`src/rtl/player_status_frame_receiver_defines.svh`:
```
// ----------------------------------------------------------------------------
// Player status frame receiver assertion macros
// Shared concurrent assertion forms used at the end of the top level.
// ----------------------------------------------------------------------------
`ifndef PLAYER_STATUS_FRAME_RECEIVER_DEFINES_SVH
`define PLAYER_STATUS_FRAME_RECEIVER_DEFINES_SVH

// Same-cycle implication, checked outside reset.
`define PSFR_ASSERT_NOW(label, ante, cons) \
  label: assert property (@(posedge clk) disable iff (rst) (ante) |-> (cons)) \
    else $error("player status frame receiver: same-cycle check failed");

// Next-cycle implication, checked outside reset.
`define PSFR_ASSERT_NEXT(label, ante, cons) \
  label: assert property (@(posedge clk) disable iff (rst) (ante) |=> (cons)) \
    else $error("player status frame receiver: next-cycle check failed");

`endif

```
`src/rtl/psfr_pkg.sv`:
```
// ----------------------------------------------------------------------------
// Player status frame receiver package
// Beat types, command codes and frame constants shared by the block.
// ----------------------------------------------------------------------------
`timescale 1ns / 1ps

package psfr_pkg;

  localparam int unsigned FrameLen = 10;
  localparam int unsigned PosW     = 4;
  localparam int unsigned SumW     = 11;

  localparam logic [PosW-1:0] POS_CMD      = PosW'(3);
  localparam logic [PosW-1:0] POS_ARG_HI   = PosW'(5);
  localparam logic [PosW-1:0] POS_ARG_LO   = PosW'(6);
  localparam logic [PosW-1:0] POS_CSUM_HI  = PosW'(7);
  localparam logic [PosW-1:0] POS_CSUM_LO  = PosW'(8);
  localparam logic [PosW-1:0] POS_SUM_LAST = PosW'(6);
  localparam logic [PosW-1:0] POS_LAST     = PosW'(FrameLen - 1);

  localparam logic OP_RX_BYTE = 1'b0;
  localparam logic OP_CLEAR   = 1'b1;

  localparam logic [7:0] CMD_DONE_A = 8'h3C;
  localparam logic [7:0] CMD_DONE_B = 8'h3D;
  localparam logic [7:0] CMD_DONE_C = 8'h3E;
  localparam logic [7:0] CMD_VOLUME = 8'h43;
  localparam logic [7:0] CMD_FILES  = 8'h48;

  typedef struct packed {
    logic       opcode;
    logic [7:0] rx_byte;
  } in_beat_t;

  typedef struct packed {
    logic        frame_done;
    logic        frame_ok;
    logic [7:0]  command_code;
    logic [15:0] argument_word;
    logic [15:0] volume_level;
    logic [15:0] file_total;
    logic        play_completed;
    logic [31:0] good_frames;
  } out_beat_t;

endpackage

```
`src/rtl/psfr_frame_core.sv`:
```
// ----------------------------------------------------------------------------
// Player status frame core
// Frame position, running checksum, held fields and status stores; gives the
// result of the presented beat combinationally and updates on accept.
// ----------------------------------------------------------------------------
`timescale 1ns / 1ps

module psfr_frame_core (
  input  logic                clk,
  input  logic                rst,
  input  logic                accept,
  input  psfr_pkg::in_beat_t  beat,
  output psfr_pkg::out_beat_t result
);
  import psfr_pkg::*;

  logic [PosW-1:0] position;
  logic [PosW-1:0] position_next;
  logic [SumW-1:0] running_sum;
  logic [SumW-1:0] running_sum_next;
  logic            sum_match;
  logic            sum_match_next;
  logic [7:0]      held_command;
  logic [7:0]      held_arg_hi;
  logic [7:0]      held_arg_lo;
  logic [7:0]      checksum_high;
  logic [15:0]     volume_store;
  logic [15:0]     volume_store_next;
  logic [15:0]     file_count_store;
  logic [15:0]     file_count_store_next;
  logic            completed_flag;
  logic            completed_flag_next;
  logic [31:0]     frame_counter;
  logic [31:0]     frame_counter_next;

  logic        is_rx;
  logic        in_sum;
  logic        last_byte;
  logic        good;
  logic [15:0] neg_sum;
  logic [15:0] held_argument;

  assign is_rx         = (beat.opcode == OP_RX_BYTE);
  assign in_sum        = (position != '0) && (position <= POS_SUM_LAST);
  assign last_byte     = is_rx && (position >= POS_LAST);
  assign good          = last_byte && sum_match;
  assign neg_sum       = 16'd0 - {5'd0, running_sum};
  assign held_argument = {held_arg_hi, held_arg_lo};

  always_comb begin
    position_next         = position;
    running_sum_next      = running_sum;
    sum_match_next        = sum_match;
    volume_store_next     = volume_store;
    file_count_store_next = file_count_store;
    completed_flag_next   = completed_flag;
    frame_counter_next    = frame_counter;
    if (!is_rx) begin
      completed_flag_next = 1'b0;
    end else if (last_byte) begin
      position_next    = '0;
      running_sum_next = '0;
      sum_match_next   = 1'b0;
      if (good) begin
        if (held_command == CMD_DONE_A || held_command == CMD_DONE_B ||
            held_command == CMD_DONE_C) begin
          completed_flag_next = 1'b1;
        end else if (held_command == CMD_VOLUME) begin
          volume_store_next = held_argument;
        end else if (held_command == CMD_FILES) begin
          file_count_store_next = held_argument;
        end
        frame_counter_next = frame_counter + 32'd1;
      end
    end else begin
      position_next = position + PosW'(1);
      if (in_sum) begin
        running_sum_next = running_sum + {3'd0, beat.rx_byte};
      end
      if (position == POS_CSUM_LO) begin
        sum_match_next = ({checksum_high, beat.rx_byte} == neg_sum);
      end
    end
  end

  always_comb begin
    result.frame_done     = last_byte;
    result.frame_ok       = good;
    result.command_code   = last_byte ? held_command : 8'd0;
    result.argument_word  = last_byte ? held_argument : 16'd0;
    result.volume_level   = volume_store_next;
    result.file_total     = file_count_store_next;
    result.play_completed = completed_flag_next;
    result.good_frames    = frame_counter_next;
  end

  always_ff @(posedge clk) begin
    if (rst) begin
      position         <= '0;
      running_sum      <= '0;
      sum_match        <= 1'b0;
      volume_store     <= '0;
      file_count_store <= '0;
      completed_flag   <= 1'b0;
      frame_counter    <= '0;
    end else if (accept) begin
      position         <= position_next;
      running_sum      <= running_sum_next;
      sum_match        <= sum_match_next;
      volume_store     <= volume_store_next;
      file_count_store <= file_count_store_next;
      completed_flag   <= completed_flag_next;
      frame_counter    <= frame_counter_next;
    end
  end

  always_ff @(posedge clk) begin
    if (accept && is_rx) begin
      if (position == POS_CMD) begin
        held_command <= beat.rx_byte;
      end
      if (position == POS_ARG_HI) begin
        held_arg_hi <= beat.rx_byte;
      end
      if (position == POS_ARG_LO) begin
        held_arg_lo <= beat.rx_byte;
      end
      if (position == POS_CSUM_HI) begin
        checksum_high <= beat.rx_byte;
      end
    end
  end

endmodule

```
`src/rtl/player_status_frame_receiver.sv`:
```
// ----------------------------------------------------------------------------
// Player status frame receiver
// Groups received player bytes into ten-byte frames, checks them and keeps
// the reported status.
// ----------------------------------------------------------------------------
// Each accepted beat on the byte channel is either a received byte or a
// request to clear the play-completed flag. Every accepted beat produces
// exactly one status beat on the status channel, in order.
// A status beat is registered in the output register, or parked in the skid
// register while the status channel stalls. One byte beat can be accepted every
// cycle while byte_stall is low.
// When the status channel stalls, one further result is parked in a skid
// register; byte_stall rises only while that skid register is full, and the
// parked result goes out first once the stall drops.
// Reset clears the frame position, checksum, status stores, frame counter
// and the valid flags of both output registers. Reset is synchronous; no sweep
// follows.
// ----------------------------------------------------------------------------
`timescale 1ns / 1ps
`include "player_status_frame_receiver_defines.svh"

module player_status_frame_receiver (
  input  logic                clk,
  input  logic                rst,
  input  logic                byte_valid,
  output logic                byte_stall,
  input  psfr_pkg::in_beat_t  byte_beat,
  output logic                status_valid,
  input  logic                status_stall,
  output psfr_pkg::out_beat_t status_beat
);
  import psfr_pkg::*;

  logic      accept;
  logic      skid_valid;
  out_beat_t skid_beat;
  out_beat_t result;

  assign byte_stall = skid_valid;
  assign accept     = byte_valid && !skid_valid;

  psfr_frame_core u_core (
    .clk    (clk),
    .rst    (rst),
    .accept (accept),
    .beat   (byte_beat),
    .result (result)
  );

  always_ff @(posedge clk) begin
    if (rst) begin
      status_valid <= 1'b0;
      skid_valid   <= 1'b0;
    end else if (!status_valid || !status_stall) begin
      if (skid_valid) begin
        status_valid <= 1'b1;
        skid_valid   <= 1'b0;
      end else begin
        status_valid <= accept;
      end
    end else if (accept) begin
      skid_valid <= 1'b1;
    end
  end

  always_ff @(posedge clk) begin
    if (!status_valid || !status_stall) begin
      if (skid_valid) begin
        status_beat <= skid_beat;
      end else if (accept) begin
        status_beat <= result;
      end
    end else if (accept) begin
      skid_beat <= result;
    end
  end

  `PSFR_ASSERT_NOW(a_skid_behind_output, skid_valid, status_valid)
  `PSFR_ASSERT_NOW(a_ok_needs_done, status_valid && status_beat.frame_ok,
                   status_beat.frame_done)
  `PSFR_ASSERT_NOW(a_clear_no_frame, accept && byte_beat.opcode == OP_CLEAR,
                   !result.frame_done && !result.play_completed)
  `PSFR_ASSERT_NEXT(a_skid_fill, status_valid && status_stall && accept,
                    skid_valid && status_valid)

endmodule

```
`config.mk`:
```
export PLATFORM = sky130hd
export DESIGN_NAME = player_status_frame_receiver
export DESIGN_NICKNAME = d
export VERILOG_FILES = /design/src/rtl/psfr_pkg.sv /design/src/rtl/psfr_frame_core.sv /design/src/rtl/player_status_frame_receiver.sv
export VERILOG_INCLUDE_DIRS = /design/src /design/src/rtl
export SDC_FILE = /design/constraint.sdc
export NUM_CORES = 1
export LEC_CHECK = 0
export BUFFER_PORTS_ARGS = -buffer_cell sky130_fd_sc_hd__buf_2
export CORE_MARGIN = 4
export CORE_UTILIZATION = 30
export DETAILED_ROUTE_END_ITERATION = 6
export PLACE_DENSITY_LB_ADDON = 0.25
export REMOVE_ABC_BUFFERS = 1
export SYNTH_ARGS = -nofsm -noshare
export SYNTH_HDL_FRONTEND = slang
export SYNTH_SLANG_ARGS = --single-unit
```
`constraint.sdc`:
```
create_clock -name clk -period 7.7 [get_ports clk]
set_clock_uncertainty 0.05 [all_clocks]
set_input_delay 2.31 -clock clk [delete_from_list [all_inputs] [get_ports clk]]
set_output_delay 2.31 -clock clk [all_outputs]
set_load 0.05 [all_outputs]
```
==> load_flow_metrics.sql <==
INSERT INTO impl_metrics (metric_group, metric, value, unit) VALUES
('layout', 'layout_cell_share_with_drive_strength_beyond_1', '0.277', ''),
('detailed_routing', 'antenna_violating_nets_post_route', '0', ''),
('detailed_routing', 'initialDrtViolationCount', '443', ''),
('cts', 'clock_tree.root_cell', 'clkbuf_16', ''),
('cts', 'h-tree-depth', '2', ''),
('logic_synthesis', 'ys.flop_type', 'edfxtp_1', ''),
('sta', 'timing.final.crit_period', '4.21', 'ns'),
('worst_setup_path', 'worst_setup_path_start_kind', 'input pin', ''),
('cts', 'cts_buffers', '34', ''),
('worst_setup_path', 'critPathKind', 'input pin to flop', ''),
('floorplanning', 'io-pin-count', '106', ''),
('worst_setup_path', 'setup.reg_to_reg.worst_slack', '4.28', 'ns'),
('worst_setup_path', 'worst-endpoint-arrival', '4.59', 'ns'),
('logic_synthesis', 'synthesis.area', '12800', 'µm²'),
('layout', 'ff_latch_area', '8090', 'µm²'),
('cts', 'post_cts_clock_slew_at_the_launch_and_capture_registers_of_the_worst_setup_and_hold_paths', '0.06', 'ns'),
('cts', 'cts_setup_buffers', '0', ''),
('worst_hold_path', 'min_path_cells', '2', ''),
('cts', 'cts_tree', 'built', ''),
('floorplanning', 'fp.dieW', '214', 'µm'),
('power_and_ir_drop', 'seqPwrFrac', '0.490', ''),
('cts', 'cts-root-to-sink-buffers', '3', ''),
('logic_synthesis', 'cell_count_after_synthesis', '984', ''),
('cts', 'cts_num_sinks', '297', ''),
('logic_synthesis', 'ys_warn_count', '0', ''),
('power_and_ir_drop', 'power_report.internal_total', '2780', 'µW'),
('global_route', 'globalRoute.totalOverflow', '0', ''),
('sta', 'setup_tns', '0', 'ns'),
('outcome', 'run_status', 'complete, no violations', ''),
('layout', 'layout.cells.most_common_list', 'edfxtp_1, mux2_2, buf_2, nand2_1, dfxtp_1', ''),
('detailed_routing', '1st_pass_router_iterations', '4', ''),
('worst_setup_path', 'reg2reg_depth', '8', ''),
('placement', 'hpwlAfterDp', '18100', 'µm'),
('layout', 'count_of_filler_cells_inserted_in_the_layout', '4036', ''),
('worst_hold_path', 'min-delay-path-class', 'flop to flop', ''),
('global_route', 'first_global_vias', '7811', ''),
('power_and_ir_drop', 'switchingPower', '839', 'µW'),
('run', 'cap_viol_max_count', '0', ''),
('cts', 'clock_latency_late_sink', '0.51', 'ns'),
('sta', 'period_share', '0.546', ''),
('power_and_ir_drop', 'power_density', '242', 'nW/µm²'),
('power_and_ir_drop', 'power.share.combinational', '0.066', ''),
('detailed_routing', 'drt-vias-per-instance', '4.65', ''),
('sta', 'timing.final.hold_violations', '0', ''),
('placement', 'port_buffers', '105', ''),
('placement', 'gp_routability_congestion', '0.769', ''),
('worst_setup_path', 'crit_path_max_fanout', '17', ''),
('layout', 'syn2layout_area_growth', '17.4', '%'),
('layout', 'fin_nets', '1113', ''),
('logic_synthesis', 'synth.avg_cell_area', '13.0', 'µm²'),
('cts', 'resized_after_cts', '0', ''),
('sta', 'grt_setup_unrepaired', 'false', ''),
('sta', 'maxSlewViolCount', '0', ''),
('detailed_routing', 'detail_route.drc_violations', '0', ''),
('logic_synthesis', 'synth_sequential_area_ratio', '0.634', ''),
('layout', 'multi_input_area', '4420', 'µm²'),
('logic_synthesis', 'post_synth_edffs', '214', ''),
('floorplanning', 'area_inside_the_core_boundary', '41900', 'µm²'),
('power_and_ir_drop', 'power_frac_clock', '0.444', ''),
('global_route', 'grt_start_max_net_pins', '91', ''),
('sta', 'setup_viol', '0', ''),
('layout', 'final_common_cell', 'edfxtp_1', ''),
('sta', 'max_slew_margin', '0.222', ''),
('cts', 'cts.hold.buffers_added', '0', ''),
('detailed_routing', 'via_count', '7662', ''),
('power_and_ir_drop', 'power_leakage', '0.00546', 'µW'),
('worst_setup_path', 'cp-end-kind', 'flop', ''),
('sta', 'worst-slew-pin-transition', '1.16', 'ns'),
('global_route', 'grt_first_pass_wirelength', '44800', 'µm'),
('floorplanning', 'floorplan.rows', '75', ''),
('logic_synthesis', 'ys_async_sr_fraction', '0', '');
layer usage:
metal,global-route usage,wire [µm]
met2,0.191,12700
met5,0,7
met3,0.0237,1040
met4,0.0305,540
met1,0.167,13500
registers in the layout (all words and copies together) (netlist names), 4 cells and up:
signal,flops
u_core.file_count_store,16
skid_beat,91
u_core.held_command,8
u_core.volume_store,16
u_core.running_sum,11
u_core.held_arg_lo,8
u_core.position,4
u_core.held_arg_hi,8
u_core.frame_counter,32
status_beat,91
u_core.checksum_high,8
worst max-delay path, cell delays in order:
cell and delay, ns:
buf_2 0.15, nand3b_1 0.21, nor4_4 0.32, nand2_2 0.36, nor2_1 0.94, nand2_1 0.11, a21oi_1 0.16
synth_stat cells (all sizes together), types with 23 or more instances:
library cell	n	area (µm²)
edfxtp	214	6430
nand2	99	377
nor2	78	295
xor2	36	315
a21oi	45	225
and3	37	233
dfxtp	83	1660
nand3	24	120
nor3	23	115
clkbuf	38	154
xnor2	50	438
mux2	122	1370
path summary, 6_finish.rpt:
kind	to	startpoint
max reg2reg	u_core.running_sum[7]	u_core.position[1]
min reg2reg	u_core.volume_store[2]	u_core.volume_store[2]
min	u_core.volume_store[2]	u_core.volume_store[2]
max	u_core.file_count_store[5]	byte_beat[8]
final cells by class:
cell class | instances | area share
clock inverter | 17 | 0.0123
multi-input combinational | 623 | 0.295
tap | 539 | 0.0450
inverter | 13 | 0.00326
timing repair buffer | 115 | 0.0410
sequential | 297 | 0.540
clock buffer | 43 | 0.0627
power by group through the flow:
stage,sequential (µW),combinational (µW),clock (µW)
after floorplan,1910,68.2,0
after global routing,1770,257,1730
after CTS,1770,245,1660
final,1770,240,1610
after detailed placement,1810,244,0
after global placement,1800,243,0
through the flow:
step                      hold WS, ns  setup WS (ns)  cell area, µm²  utilization
after detailed placement        0.393           2.92           13800        0.330
after global placement          0.388           3.02           13800        0.330
final                           0.400           3.49           15000        0.357
after floorplan                 0.377         -0.363           12500            -
after global routing            0.420           3.18           15000        0.357
after CTS                       0.402           3.49           15000        0.357
kinds of logic (layout without fill, tap and decap cells):
kind of cell | after synthesis | count (layout) | synth area share
DFF | 297 | 297 | 0.634
muxes | 122 | 122 | 0.108
AOI/OAI and AO/OA | 75 | 75 | 0.0362
xor gates and xnor gates | 86 | 86 | 0.0591
buffers and inverters | 64 | 188 | 0.0210
and+or+nand+nor | 324 | 324 | 0.126
adders and majority gates | 16 | 16 | 0.0163
Power figures use the tool's default switching activity.
